$ cat src/hw/rtl/bitmap_first_fit_allocator_assert.svh
// Assertion macros for the bitmap first-fit allocator.
`ifndef BITMAP_FIRST_FIT_ALLOCATOR_ASSERT_SVH
`define BITMAP_FIRST_FIT_ALLOCATOR_ASSERT_SVH

// Same-cycle implication, disabled during reset.
`define BFFA_ASSERT_NOW(lbl, ck, rn, ante, cons) \
    lbl: assert property (@(posedge ck) disable iff (!(rn)) (ante) |-> (cons)) \
        else $error("bffa assertion failed");

// Next-cycle implication, disabled during reset.
`define BFFA_ASSERT_NEXT(lbl, ck, rn, ante, cons) \
    lbl: assert property (@(posedge ck) disable iff (!(rn)) (ante) |=> (cons)) \
        else $error("bffa assertion failed");

`endif

$ cat src/hw/rtl/bffa_pkg.sv
// Shared types and constants of the bitmap first-fit allocator.
`default_nettype none
package bffa_pkg;

    localparam int MAP_BITS_DEF = 1024;
    localparam int CFG_W        = 11;
    localparam int WORD_W       = 32;
    localparam int SEL_W        = 5;

    localparam logic [CFG_W-1:0] CFG_RESET = 11'd1024;

    localparam logic [1:0] ST_OK    = 2'd0;
    localparam logic [1:0] ST_RANGE = 2'd1;
    localparam logic [1:0] ST_EMPTY = 2'd2;

    localparam logic [1:0] MODE_READ  = 2'd0;
    localparam logic [1:0] MODE_WRITE = 2'd1;
    localparam logic [1:0] MODE_CLEAR = 2'd2;
    localparam logic [1:0] MODE_ALLOC = 2'd3;

    typedef enum logic [3:0] {
        S_INIT_START,
        S_INIT_RUN,
        S_IDLE,
        S_DECODE,
        S_BIT_OP,
        S_CLR_RUN,
        S_SCAN,
        S_DONE
    } state_t;

    typedef enum logic [0:0] {
        ADDR_HOLD,
        ADDR_INC
    } addr_op_t;

    typedef enum logic [2:0] {
        WR_NONE,
        WR_BIT,
        WR_ALLOC,
        WR_CLEAR,
        WR_INIT
    } wr_op_t;

    typedef enum logic [2:0] {
        RES_NONE,
        RES_OK,
        RES_RANGE,
        RES_EMPTY,
        RES_READ,
        RES_ALLOC
    } res_op_t;

    typedef struct packed {
        logic     accept;
        addr_op_t addr_op;
        wr_op_t   wr_op;
        res_op_t  res_op;
        logic     out_load;
    } cmd_t;

    typedef struct packed {
        logic [1:0] mode;
        logic       idx_oor;
        logic       size_zero;
        logic       size_le1;
        logic       hit;
        logic       at_map_end;
        logic       at_clr_end;
        logic       at_scan_end;
        logic       out_free;
    } status_t;

endpackage
`default_nettype wire

$ cat src/hw/rtl/bffa_ctrl.sv
// Controller state machine of the bitmap first-fit allocator.
`default_nettype none
module bffa_ctrl (
    input  wire logic              clk,
    input  wire logic              rst_n,
    input  wire logic              in_valid,
    output logic                   in_stall,
    input  wire bffa_pkg::status_t sts,
    output bffa_pkg::cmd_t         cmd
);
    import bffa_pkg::*;

    state_t state_reg;
    state_t state_next;

    always_ff @(posedge clk or negedge rst_n)
    begin
        if (!rst_n)
        begin
            state_reg <= S_INIT_START;
        end
        else
        begin
            state_reg <= state_next;
        end
    end

    always_comb
    begin
        state_next = state_reg;
        case (state_reg)
            S_INIT_START: state_next = S_INIT_RUN;
            S_INIT_RUN:
            begin
                if (sts.at_map_end)
                begin
                    state_next = S_IDLE;
                end
            end
            S_IDLE:
            begin
                if (in_valid)
                begin
                    state_next = S_DECODE;
                end
            end
            S_DECODE:
            begin
                case (sts.mode)
                    MODE_READ, MODE_WRITE:
                        state_next = sts.idx_oor ? S_DONE : S_BIT_OP;
                    MODE_CLEAR:
                        state_next = sts.size_zero ? S_DONE : S_CLR_RUN;
                    default:
                        state_next = sts.size_le1 ? S_DONE : S_SCAN;
                endcase
            end
            S_BIT_OP: state_next = S_DONE;
            S_CLR_RUN:
            begin
                if (sts.at_clr_end)
                begin
                    state_next = S_DONE;
                end
            end
            S_SCAN:
            begin
                if (sts.hit || sts.at_scan_end)
                begin
                    state_next = S_DONE;
                end
            end
            S_DONE:
            begin
                if (sts.out_free)
                begin
                    state_next = S_IDLE;
                end
            end
            default: state_next = S_INIT_START;
        endcase
    end

    always_comb
    begin
        cmd          = '0;
        cmd.addr_op  = ADDR_HOLD;
        cmd.wr_op    = WR_NONE;
        cmd.res_op   = RES_NONE;
        in_stall     = 1'b1;
        case (state_reg)
            S_INIT_START: cmd.addr_op = ADDR_INC;
            S_INIT_RUN:
            begin
                cmd.addr_op = ADDR_INC;
                cmd.wr_op   = WR_INIT;
            end
            S_IDLE:
            begin
                in_stall   = 1'b0;
                cmd.accept = in_valid;
            end
            S_DECODE:
            begin
                case (sts.mode)
                    MODE_READ, MODE_WRITE:
                    begin
                        if (sts.idx_oor)
                        begin
                            cmd.res_op = RES_RANGE;
                        end
                    end
                    MODE_CLEAR:
                    begin
                        if (sts.size_zero)
                        begin
                            cmd.res_op = RES_EMPTY;
                        end
                        else
                        begin
                            cmd.addr_op = ADDR_INC;
                        end
                    end
                    default:
                    begin
                        if (sts.size_le1)
                        begin
                            cmd.res_op = RES_EMPTY;
                        end
                        else
                        begin
                            cmd.addr_op = ADDR_INC;
                        end
                    end
                endcase
            end
            S_BIT_OP:
            begin
                if (sts.mode == MODE_READ)
                begin
                    cmd.res_op = RES_READ;
                end
                else
                begin
                    cmd.wr_op  = WR_BIT;
                    cmd.res_op = RES_OK;
                end
            end
            S_CLR_RUN:
            begin
                cmd.wr_op   = WR_CLEAR;
                cmd.addr_op = ADDR_INC;
                if (sts.at_clr_end)
                begin
                    cmd.res_op = RES_OK;
                end
            end
            S_SCAN:
            begin
                if (sts.hit)
                begin
                    cmd.wr_op  = WR_ALLOC;
                    cmd.res_op = RES_ALLOC;
                end
                else if (sts.at_scan_end)
                begin
                    cmd.res_op = RES_EMPTY;
                end
                else
                begin
                    cmd.addr_op = ADDR_INC;
                end
            end
            S_DONE: cmd.out_load = sts.out_free;
            default: cmd.addr_op = ADDR_HOLD;
        endcase
    end

endmodule
`default_nettype wire

$ cat src/hw/rtl/bffa_datapath.sv
// Datapath of the bitmap first-fit allocator: map memory, scan logic, result and output registers.
`default_nettype none
module bffa_datapath #(
    parameter int MAP_BITS = bffa_pkg::MAP_BITS_DEF
) (
    input  wire logic                      clk,
    input  wire logic                      rst_n,
    input  wire bffa_pkg::cmd_t            cmd,
    output bffa_pkg::status_t              sts,
    input  wire logic                      cfg_write_en,
    input  wire logic [bffa_pkg::CFG_W-1:0] cfg_write_data,
    input  wire logic [1:0]                mode,
    input  wire logic [9:0]                index,
    input  wire logic                      write_value,
    output logic                           out_valid,
    input  wire logic                      out_stall,
    output logic [1:0]                     status,
    output logic                           slot_bit,
    output logic [9:0]                     alloc_index
);
    import bffa_pkg::*;

    localparam int WORDS = (MAP_BITS + WORD_W - 1) / WORD_W;
    localparam int AW    = (WORDS > 1) ? $clog2(WORDS) : 1;
    localparam logic [AW-1:0] LAST_WORD = AW'(WORDS - 1);

    logic [WORD_W-1:0] mem [WORDS];

    logic [CFG_W-1:0]  nbits_reg;
    logic [1:0]        mode_reg;
    logic [9:0]        idx_reg;
    logic              wval_reg;
    logic [AW-1:0]     addr_reg;
    logic [AW-1:0]     addr_next;
    logic [AW-1:0]     chk_addr_reg;
    logic [WORD_W-1:0] rd_data_reg;

    logic [1:0]        res_status_reg;
    logic              res_bit_reg;
    logic [9:0]        res_alloc_reg;
    logic              out_valid_reg;
    logic              out_valid_next;
    logic [1:0]        out_status_reg;
    logic              out_bit_reg;
    logic [9:0]        out_alloc_reg;

    logic [CFG_W-1:0]  size;
    logic [CFG_W:0]    round8;
    logic [CFG_W:0]    limit;
    logic [AW-1:0]     clr_end;
    logic [AW-1:0]     scan_end;
    logic [WORD_W-1:0] cand;
    logic [WORD_W-1:0] keep;
    logic [SEL_W-1:0]  hit_pos;
    logic [WORD_W-1:0] wr_data;
    logic [31:0]       word_base;

    // managed size and clear extent
    always_comb
    begin
        size     = (32'(nbits_reg) > 32'(MAP_BITS)) ? CFG_W'(MAP_BITS) : nbits_reg;
        round8   = ({1'b0, size} + (CFG_W+1)'(7)) & ~((CFG_W+1)'(7));
        limit    = (32'(round8) > 32'(MAP_BITS)) ? (CFG_W+1)'(MAP_BITS) : round8;
        clr_end  = AW'((32'(limit) - 32'd1) >> SEL_W);
        scan_end = AW'((32'(size) - 32'd1) >> SEL_W);
    end

    // free-slot candidates and clear mask of the word under check
    always_comb
    begin
        logic [31:0] slot;
        word_base = 32'(chk_addr_reg) << SEL_W;
        cand      = '0;
        keep      = '0;
        hit_pos   = '0;
        for (int j = 0; j < WORD_W; j++)
        begin
            slot    = word_base + 32'(j);
            cand[j] = !rd_data_reg[j] && (slot >= 32'd1) && (slot < 32'(size));
            keep[j] = slot >= 32'(limit);
        end
        for (int j = WORD_W - 1; j >= 0; j--)
        begin
            if (cand[j])
            begin
                hit_pos = SEL_W'(j);
            end
        end
    end

    always_comb
    begin
        wr_data = rd_data_reg;
        case (cmd.wr_op)
            WR_BIT:   wr_data[idx_reg[SEL_W-1:0]] = wval_reg;
            WR_ALLOC: wr_data[hit_pos] = 1'b1;
            WR_CLEAR: wr_data = rd_data_reg & keep;
            WR_INIT:  wr_data = '0;
            default:  wr_data = rd_data_reg;
        endcase
    end

    always_comb
    begin
        if (cmd.accept)
        begin
            addr_next = (mode == MODE_READ || mode == MODE_WRITE)
                      ? AW'(index >> SEL_W) : '0;
        end
        else if (cmd.addr_op == ADDR_INC && addr_reg != LAST_WORD)
        begin
            addr_next = addr_reg + AW'(1);
        end
        else
        begin
            addr_next = addr_reg;
        end
    end

    always_comb
    begin
        out_valid_next = out_valid_reg && out_stall;
        if (cmd.out_load)
        begin
            out_valid_next = 1'b1;
        end
    end

    always_ff @(posedge clk or negedge rst_n)
    begin
        if (!rst_n)
        begin
            nbits_reg     <= CFG_RESET;
            addr_reg      <= '0;
            out_valid_reg <= 1'b0;
        end
        else
        begin
            if (cfg_write_en)
            begin
                nbits_reg <= cfg_write_data;
            end
            addr_reg      <= addr_next;
            out_valid_reg <= out_valid_next;
        end
    end

    // map memory: one read and one write port, registered read
    always_ff @(posedge clk)
    begin
        rd_data_reg  <= mem[addr_reg];
        chk_addr_reg <= addr_reg;
        if (cmd.wr_op != WR_NONE)
        begin
            mem[chk_addr_reg] <= wr_data;
        end
    end

    always_ff @(posedge clk)
    begin
        if (cmd.accept)
        begin
            mode_reg <= mode;
            idx_reg  <= index;
            wval_reg <= write_value;
        end
        case (cmd.res_op)
            RES_OK:
            begin
                res_status_reg <= ST_OK;
                res_bit_reg    <= 1'b0;
                res_alloc_reg  <= '0;
            end
            RES_RANGE:
            begin
                res_status_reg <= ST_RANGE;
                res_bit_reg    <= 1'b0;
                res_alloc_reg  <= '0;
            end
            RES_EMPTY:
            begin
                res_status_reg <= ST_EMPTY;
                res_bit_reg    <= 1'b0;
                res_alloc_reg  <= '0;
            end
            RES_READ:
            begin
                res_status_reg <= ST_OK;
                res_bit_reg    <= rd_data_reg[idx_reg[SEL_W-1:0]];
                res_alloc_reg  <= '0;
            end
            RES_ALLOC:
            begin
                res_status_reg <= ST_OK;
                res_bit_reg    <= 1'b0;
                res_alloc_reg  <= 10'(word_base + 32'(hit_pos));
            end
            default:
            begin
                res_status_reg <= res_status_reg;
            end
        endcase
        if (cmd.out_load)
        begin
            out_status_reg <= res_status_reg;
            out_bit_reg    <= res_bit_reg;
            out_alloc_reg  <= res_alloc_reg;
        end
    end

    always_comb
    begin
        sts.mode        = mode_reg;
        sts.idx_oor     = {1'b0, idx_reg} >= size;
        sts.size_zero   = size == '0;
        sts.size_le1    = size <= CFG_W'(1);
        sts.hit         = |cand;
        sts.at_map_end  = chk_addr_reg == LAST_WORD;
        sts.at_clr_end  = chk_addr_reg == clr_end;
        sts.at_scan_end = chk_addr_reg == scan_end;
        sts.out_free    = !out_valid_reg || !out_stall;
    end

    assign out_valid   = out_valid_reg;
    assign status      = out_status_reg;
    assign slot_bit    = out_bit_reg;
    assign alloc_index = out_alloc_reg;

endmodule
`default_nettype wire

$ cat src/hw/rtl/bitmap_first_fit_allocator.sv
// Top level of the bitmap first-fit allocator: controller, datapath and checks.
`default_nettype none
// Bitmap slot allocator over MAP_BITS one-bit slots (1 used, 0 free) kept in
// a 32-bit-wide map RAM. Each input beat carries a mode: read one slot, write
// one slot, clear the managed map, or allocate the lowest free slot from 1 up
// to size-1, where size is nbits_in_use limited to MAP_BITS. Every input beat
// yields exactly one output beat. alloc_index 0 means nothing was handed out.
// Clear zeroes the map up to limit, which is size rounded up to 8 and capped
// at MAP_BITS; allocate scans words from 0 and stops at the first word with a
// free slot or at the word holding slot size-1. The block is ready for the
// next beat in the cycle after the result is loaded. Allocate and clear are
// paced by the RAM read port: one 32-bit word is handled per cycle, through a
// priority encoder when allocating, with the read of the next word overlapped.
// One beat is in flight at a time; a finished result waits in the output
// register, so the next beat can be accepted and worked on while the previous
// result is held by out_stall. After reset the block zeroes the map, one word
// a cycle, with in_stall high; the configuration register may be written
// during that time.
module bitmap_first_fit_allocator #(
    parameter int MAP_BITS = bffa_pkg::MAP_BITS_DEF
) (
    input  wire logic                       clk,
    input  wire logic                       rst_n,
    input  wire logic                       cfg_write_en,
    input  wire logic [bffa_pkg::CFG_W-1:0] cfg_write_data,
    input  wire logic                       in_valid,
    output logic                            in_stall,
    input  wire logic [1:0]                 mode,
    input  wire logic [9:0]                 index,
    input  wire logic                       write_value,
    output logic                            out_valid,
    input  wire logic                       out_stall,
    output logic [1:0]                      status,
    output logic                            slot_bit,
    output logic [9:0]                      alloc_index
);
    import bffa_pkg::*;

    cmd_t    cmd;
    status_t sts;

    bffa_ctrl u_ctrl (
        .clk      (clk),
        .rst_n    (rst_n),
        .in_valid (in_valid),
        .in_stall (in_stall),
        .sts      (sts),
        .cmd      (cmd)
    );

    bffa_datapath #(
        .MAP_BITS (MAP_BITS)
    ) u_dp (
        .clk            (clk),
        .rst_n          (rst_n),
        .cmd            (cmd),
        .sts            (sts),
        .cfg_write_en   (cfg_write_en),
        .cfg_write_data (cfg_write_data),
        .mode           (mode),
        .index          (index),
        .write_value    (write_value),
        .out_valid      (out_valid),
        .out_stall      (out_stall),
        .status         (status),
        .slot_bit       (slot_bit),
        .alloc_index    (alloc_index)
    );

`include "bitmap_first_fit_allocator_assert.svh"

    // an accepted beat keeps the input side busy in the next cycle
    `BFFA_ASSERT_NEXT(a_busy_after_accept, clk, rst_n, in_valid && !in_stall, in_stall)

    // a result is loaded only when the output register is free
    `BFFA_ASSERT_NOW(a_load_when_free, clk, rst_n, cmd.out_load, sts.out_free)

    // the map is only written while the block is busy
    `BFFA_ASSERT_NOW(a_write_when_busy, clk, rst_n, cmd.wr_op != WR_NONE, in_stall)

    // an error beat carries zero in both data fields
    `BFFA_ASSERT_NOW(a_error_fields_zero, clk, rst_n, out_valid && status != ST_OK,
        slot_bit == 1'b0 && alloc_index == 10'd0)

endmodule
`default_nettype wire

$ cat config.mk
export PLATFORM = sky130hd
export DESIGN_NAME = bitmap_first_fit_allocator
export DESIGN_NICKNAME = d
export VERILOG_FILES = /design/src/hw/rtl/bffa_pkg.sv /design/src/hw/rtl/bffa_ctrl.sv /design/src/hw/rtl/bffa_datapath.sv /design/src/hw/rtl/bitmap_first_fit_allocator.sv
export VERILOG_INCLUDE_DIRS = /design/src /design/src/hw/rtl
export SDC_FILE = /design/constraint.sdc
export NUM_CORES = 1
export LEC_CHECK = 0
export ABC_AREA = 1
export ABC_CLOCK_PERIOD_IN_PS = 16800
export BUFFER_PORTS_ARGS = -buffer_cell sky130_fd_sc_hd__buf_2
export CELL_PAD_IN_SITES_DETAIL_PLACEMENT = 1
export CELL_PAD_IN_SITES_GLOBAL_PLACEMENT = 1
export CORE_MARGIN = 2
export CORE_UTILIZATION = 56
export DETAILED_ROUTE_END_ITERATION = 10
export PLACE_DENSITY_LB_ADDON = 0.1
export SLEW_MARGIN = 20
export SYNTH_ARGS = -nofsm -noshare
export SYNTH_HDL_FRONTEND = slang
export SYNTH_SLANG_ARGS = --single-unit
export TNS_END_PERCENT = 20
$ cat constraint.sdc
create_clock -name clk -period 16.8 [get_ports clk]
set_input_delay 0.84 -clock clk [delete_from_list [all_inputs] [get_ports clk]]
set_output_delay 0.84 -clock clk [all_outputs]
set_load 0.05 [all_outputs]
==> flow_summary.json, run 1 <==
{
  "fillCellCount": 7934,
  "pin_count": 44,
  "multiInputGateArea_sq_um": 12000,
  "switchingPower_w": 0.00466,
  "met2_usage_pct": 59.8,
  "swShare_pct": 42.0,
  "irDropWorstVdd_v": 0.000183,
  "grt_start_max_net_pins": 249,
  "synth_common_cells": "edfxtp_1, nor2_1, o21ai_0, nand2_1, clkbuf_1",
  "die-area_sq_um": 85200,
  "syn_inst": 3869,
  "hp-class": "in2async",
  "die_w_um": 292,
  "first_iter_violations": 3956,
  "worst_slew_pin_slew_ns": 1.16,
  "cp-startpoint": "u_dp.nbits_reg[2]",
  "antenna_found_initial": 5,
  "grt_usage_pct": 37.4,
  "numCtsBuffers": 109,
  "synthTopCellsByArea": "edfxtp_1, o21ai_0, nor2_1, nand2_1, o22ai_1",
  "finalCriticalPeriod_ns": 7.59,
  "cts_num_sinks": 1120,
  "design_area_sq_um": 51800,
  "synth.most_common_cell": "edfxtp_1",
  "final-seq-area_sq_um": 33200,
  "leakage_nw": 17.4,
  "drt_pre_antenna_iters": 6,
  "synth_top_area_cell": "edfxtp_1",
  "ys_seq_elements": 1120,
  "cp.arrival_ns": 7.93,
  "ys.flop_type": "edfxtp_1",
  "period_share_pct": 45.2,
  "cp_slowest_cell": "nor2_4",
  "intPower_w": 0.00644,
  "h-tree-depth": 3,
  "tns_ns": 0,
  "p_clk_share_pct": 22.2,
  "cp.buffers_inverters": 11,
  "relSlewSlack_pct": 22.5,
  "crit_required_ns": 17.15,
  "avgSynthCellArea_sq_um": 12.0,
  "rows": 105,
  "area_delta_synth_final_pct": 11.7,
  "finalHoldViolations": 0,
  "place_area_sq_um": 48200,
  "cts_root_buffer": "clkbuf_16",
  "grt_overflow": 0,
  "ctsResizeCount": 0,
  "ant_nets": 0,
  "crit_path_end_kind": "flop",
  "synth_nets": 3922,
  "combPwrFrac_pct": 38.6,
  "drt_wl_total_mm": 160,
  "synth.distinct_cells": 55,
  "die_h_um": 292,
  "power.density_nw_per_um2": 214,
  "grt_pass1_vias": 35100,
  "worstSetupPathType": "reg2reg",
  "finalMaxSlewViolations": 0,
  "timing.fmax_mhz": 132,
  "clk_pin_slew_ns": 0.06,
  "antenna_cells": 0,
  "drc": 0,
  "cts_tree": "done",
  "drive_above_1_share_pct": 10.1,
  "post-cts-setup-buffer-count": 0,
  "avgRoutedWirePerCell_um": 31.7,
  "groute.layer.met3.usage_pct": 7.28,
  "grt_busiest_layer": "met2",
  "largest_reg_flops": 1024,
  "grt_pass1_wl_mm": 234,
  "hpwl_mm": 92.6,
  "max_cap_viol_count": 0,
  "start_kind": "flop",
  "slowest_delay_ns": 0.93,
  "cp_max_fo": 35,
  "rsz0062_at_grt": "no",
  "core-area_sq_um": 82100,
  "vias": 34000,
  "port_buffers": 43,
  "cts.path.max_buffers": 3,
  "finalSetupViolations": 0,
  "synthArstFlopShare_pct": 1.79,
  "ys.warnings.count": 0,
  "outcome": "completed",
  "worstSkewPairLatency_ns": 0.72,
  "via_per_inst": 6.75,
  "start_util_pct": 56.6,
  "reg2reg_from": "u_dp.nbits_reg[2]",
  "netlist_area_sq_um": 46400,
  "holdBufCountCts": 0,
  "seqPwrFrac_pct": 39.2,
  "synth_edf_count": 1063,
  "nets": 3928,
  "gp_congestion": 0.941,
  "crit_family": "simple AND/OR/NAND/NOR gates",
  "synth_seq_area_share_pct": 71.4,
  "fin_skew_ns": 0.0575,
  "gr-usage-met1_pct": 49.8,
  "synth_top_cell_area_share_pct": 68.7
}
## cells in the final DEF, fill, tap and decap left out, drive strengths merged, types with 7 or more instances in the layout
cell         n
a21oi       42
a311oi      17
buf        130
bufinv      10
clkbuf     135
clkinv      48
clkinvlp     7
dfrtp       19
dfxtp       37
edfxtp    1063
ha          24
inv        193
nand2      378
nand3      139
nand4       51
nor2       661
nor3        22
o211ai      47
o21ai      609
o221ai     100
o22ai      176
o311ai      14
xor2         7
## path summary, 6_finish.rpt
check,endpoint,slack (ns),cells after the start
worst max register to register,u_dp.mem[1][14],9.21,31
worst max-delay path,u_dp.mem[1][14],9.21,31
min in group clk,u_dp.mode_reg[0],0.34,1
max in group asynchronous,u_dp.addr_reg[0],16.20,1
worst min register to register,u_dp.alloc_index[9],0.43,0
worst min-delay path,u_dp.nbits_reg[9],0.14,1
## cells by family (layout without fill, tap and decap cells)
group	Yosys count	after routing	synth area share [%]
AOI/OAI and AO/OA	1033	1033	13.2
xor gates and xnor gates	8	8	0.151
adders and majority gates	24	24	0.647
buffers and inverters	427	523	3.51
DFF	1120	1120	71.4
muxes	2	2	0.0485
and+or+nand+nor	1255	1255	11.1
## layer usage
layer | vias up | share of wire (%)
met5 | - | 0.032
met4 | 8 | 4.7
li1 | 14300 | -
met2 | 2180 | 47
met3 | 451 | 9.6
met1 | 17100 | 38
## worst reg2reg max path, delay by kind of cell, from the launching register on
| kind | cells | cell delay, ns |
|---|---|---|
| buffers and inverters | 11 | 2.26 |
| adder cells (fa/ha/maj) | 1 | 0.27 |
| AO/OA/AOI/OAI | 3 | 0.78 |
| AND/OR/NAND/NOR | 16 | 3.40 |
| flip-flops | 1 | 0.51 |
## stage by stage
stage               total power [W]  hold slack, ns  instances  util [%]  setup WS [ns]
finish                       0.0111           0.142       5035      63.1           9.21
global route                 0.0115           0.153       5035      63.1           8.73
CTS                          0.0110           0.117       5031      63.0           9.31
detailed placement          0.00849           0.412       4830      58.7           9.42
global placement            0.00823           0.402       4825      58.6           9.56
floorplan                   0.00667           0.345       3869         -          11.53
## layout make-up
cell class                 instances  area share, %
tap                             1070           2.58
clock buffer                     135           5.59
sequential                      1120           64.0
timing repair buffer             130           1.96
clock inverter                    66           1.25
inverter                         192           1.42
multi-input combinational       2322           23.2
## power groups by stage
stage               logic, W  clock network [W]  registers [W]
floorplan            0.00234                  0        0.00434
global placement     0.00385                  0        0.00438
detailed placement   0.00410                  0        0.00439
CTS                  0.00416            0.00247        0.00434
global route         0.00457            0.00256        0.00436
finish               0.00428            0.00247        0.00435
Note: power is estimated with default switching activity, not from simulation.
==> run 2, diff against run 1 <==
--- a/config.mk
+++ b/config.mk
@@ -7,12 +7,12 @@
 export NUM_CORES = 1
 export LEC_CHECK = 0
 export ABC_AREA = 1
-export ABC_CLOCK_PERIOD_IN_PS = 16800
+export ABC_CLOCK_PERIOD_IN_PS = 7400
 export BUFFER_PORTS_ARGS = -buffer_cell sky130_fd_sc_hd__buf_2
 export CELL_PAD_IN_SITES_DETAIL_PLACEMENT = 1
 export CELL_PAD_IN_SITES_GLOBAL_PLACEMENT = 1
 export CORE_MARGIN = 2
-export CORE_UTILIZATION = 56
+export CORE_UTILIZATION = 52
 export DETAILED_ROUTE_END_ITERATION = 10
 export PLACE_DENSITY_LB_ADDON = 0.1
 export SLEW_MARGIN = 20
==> constraint.sdc (replaced) <==
create_clock -name clk -period 7.4 [get_ports clk]
set_input_delay 0.37 -clock clk [delete_from_list [all_inputs] [get_ports clk]]
set_output_delay 0.37 -clock clk [all_outputs]
set_load 0.05 [all_outputs]
==> flow_summary.json, run 2 (synthesized netlist as in run 1, its figures left out) <==
{
  "outcome": "completed",
  "grt_start_max_net_pins": 194,
  "irDropWorstVdd_v": 0.000331,
  "largest_reg_flops": 1024,
  "cts_num_sinks": 1120,
  "power.density_nw_per_um2": 480,
  "drive_above_1_share_pct": 10.6,
  "drt_wl_total_mm": 163,
  "relSlewSlack_pct": 21.2,
  "first_iter_violations": 4131,
  "tns_ns": 0,
  "clk_pin_slew_ns": 0.06,
  "timing.fmax_mhz": 153,
  "port_buffers": 43,
  "start_kind": "flop",
  "worst_slew_pin_slew_ns": 1.18,
  "layout_common_cells": "edfxtp_1, nor2_1, o21ai_0",
  "cp_slowest_cell": "nor2_4",
  "numCtsBuffers": 112,
  "postLayoutCoreUtil_pct": 59.7,
  "crit_family": "simple AND/OR/NAND/NOR gates",
  "ctsResizeCount": 0,
  "slowest_delay_ns": 0.95,
  "worstSkewPairLatency_ns": 0.72,
  "final_common_cell": "edfxtp_1",
  "grt_usage_pct": 35.9,
  "die_w_um": 303,
  "hpwl_mm": 94.4,
  "grt_pass1_vias": 34900,
  "rows": 109,
  "finalCriticalPeriod_ns": 6.53,
  "h-tree-depth": 3,
  "hp-start": "cfg_write_en",
  "die-area_sq_um": 91700,
  "die_h_um": 303,
  "finalSetupViolations": 0,
  "crit_path_end_kind": "flop",
  "pin_count": 44,
  "hp-class": "in2reg",
  "vias": 34000,
  "cp.arrival_ns": 6.88,
  "post-cts-setup-buffer-count": 0,
  "start_util_pct": 52.5,
  "cp.buffers_inverters": 7,
  "cts_root_buffer": "clkbuf_16",
  "holdBufCountCts": 26,
  "crit_required_ns": 7.75,
  "leakage_nw": 17.7,
  "finalHoldViolations": 0,
  "nets": 3968,
  "area_delta_synth_final_pct": 13.5,
  "fin_skew_ns": 0.0283,
  "ant_nets": 0,
  "period_share_pct": 88.2,
  "cts_tree": "done",
  "via_per_inst": 6.56,
  "grt_pass1_wl_mm": 237,
  "drc": 0,
  "rsz0062_at_grt": "no",
  "reg2reg_from": "u_dp.nbits_reg[2]",
  "avgRoutedWirePerCell_um": 31.6,
  "cp-startpoint": "u_dp.nbits_reg[2]",
  "gp_congestion": 0.997,
  "grt_overflow": 0,
  "core-area_sq_um": 88400,
  "max_cap_viol_count": 0,
  "cts.path.max_buffers": 3,
  "worstSetupPathType": "reg2reg",
  "cp_max_fo": 19,
  "finalMaxSlewViolations": 0,
  "drt_pre_antenna_iters": 8,
  "antenna_found_initial": 6
}
[run 2: cell count changes in the layout (fill, tap and decap cells not counted), sizes merged]
cell         before  now
buf             130  141
bufinv           10   20
clkbuf          135  145
clkinv           48   40
diode             0    1
dlygate4sd3       0   26
inv             193  192
[run 2: routing by layer]
metal	wire length, um	GRT usage, %	vias up
li1	-	-	14300
met1	64600	48.4	17300
met2	76100	56.5	1824
met3	13800	5.84	471
met4	8910	18.6	0
met5	0	0	-
[run 2: per-stage QoR]
stage	total power [W]	setup slack (ns)	instances	cell area, sq um	hold WS [ns]
global placement	0.0186	1.10	4937	48400	0.373
CTS	0.0252	0.957	5175	52700	0.0191
global route	0.0264	0.457	5178	52700	0.0705
detailed placement	0.0190	1.01	4937	48400	0.376
finish	0.0253	0.870	5179	52700	0.0641
floorplan	0.0151	2.13	3869	46400	0.0744
[run 2: where the power goes]
| part | internal (W) | leakage (nW) | total [W] | switching [W] |
|---|---|---|---|---|
| sequential | 0.00941 | 10.2 | 0.00982 | 0.000415 |
| clock | 0.00364 | 1.93 | 0.00614 | 0.00250 |
| combinational | 0.00211 | 5.65 | 0.00936 | 0.00725 |
| total | 0.0151 | 17.7 | 0.0253 | 0.0102 |
[run 2: final cells by class]
type | instances | area, sq um
Antenna cell | 1 | 2.50
Clock buffer | 145 | 3080
Clock inverter | 67 | 912
Fill cell | 8742 | 35700
Inverter | 192 | 737
Multi-Input combinational cell | 2322 | 12000
Sequential cell | 1120 | 33200
Tap cell | 1165 | 1460
Timing Repair Buffer | 167 | 1370
[run 2: tightest hold or removal path, delay by kind of cell]
kind	cells	cell delay (ns)
buffers and inverters	1	0.22
and+or+nand+nor	1	0.10
AOI/OAI and AO/OA	1	0.07
[run 2: final timing paths]
kind,slack [ns],cells after the start,endpoint
max,0.87,27,u_dp.mem[30][10]
min,0.06,3,u_dp.nbits_reg[10]
max reg2reg,0.87,27,u_dp.mem[30][10]
min reg2reg,0.41,0,u_dp.alloc_index[5]
max in group asynchronous,6.80,2,u_dp.addr_reg[2]
min in group asynchronous,0.19,2,u_dp.addr_reg[1]
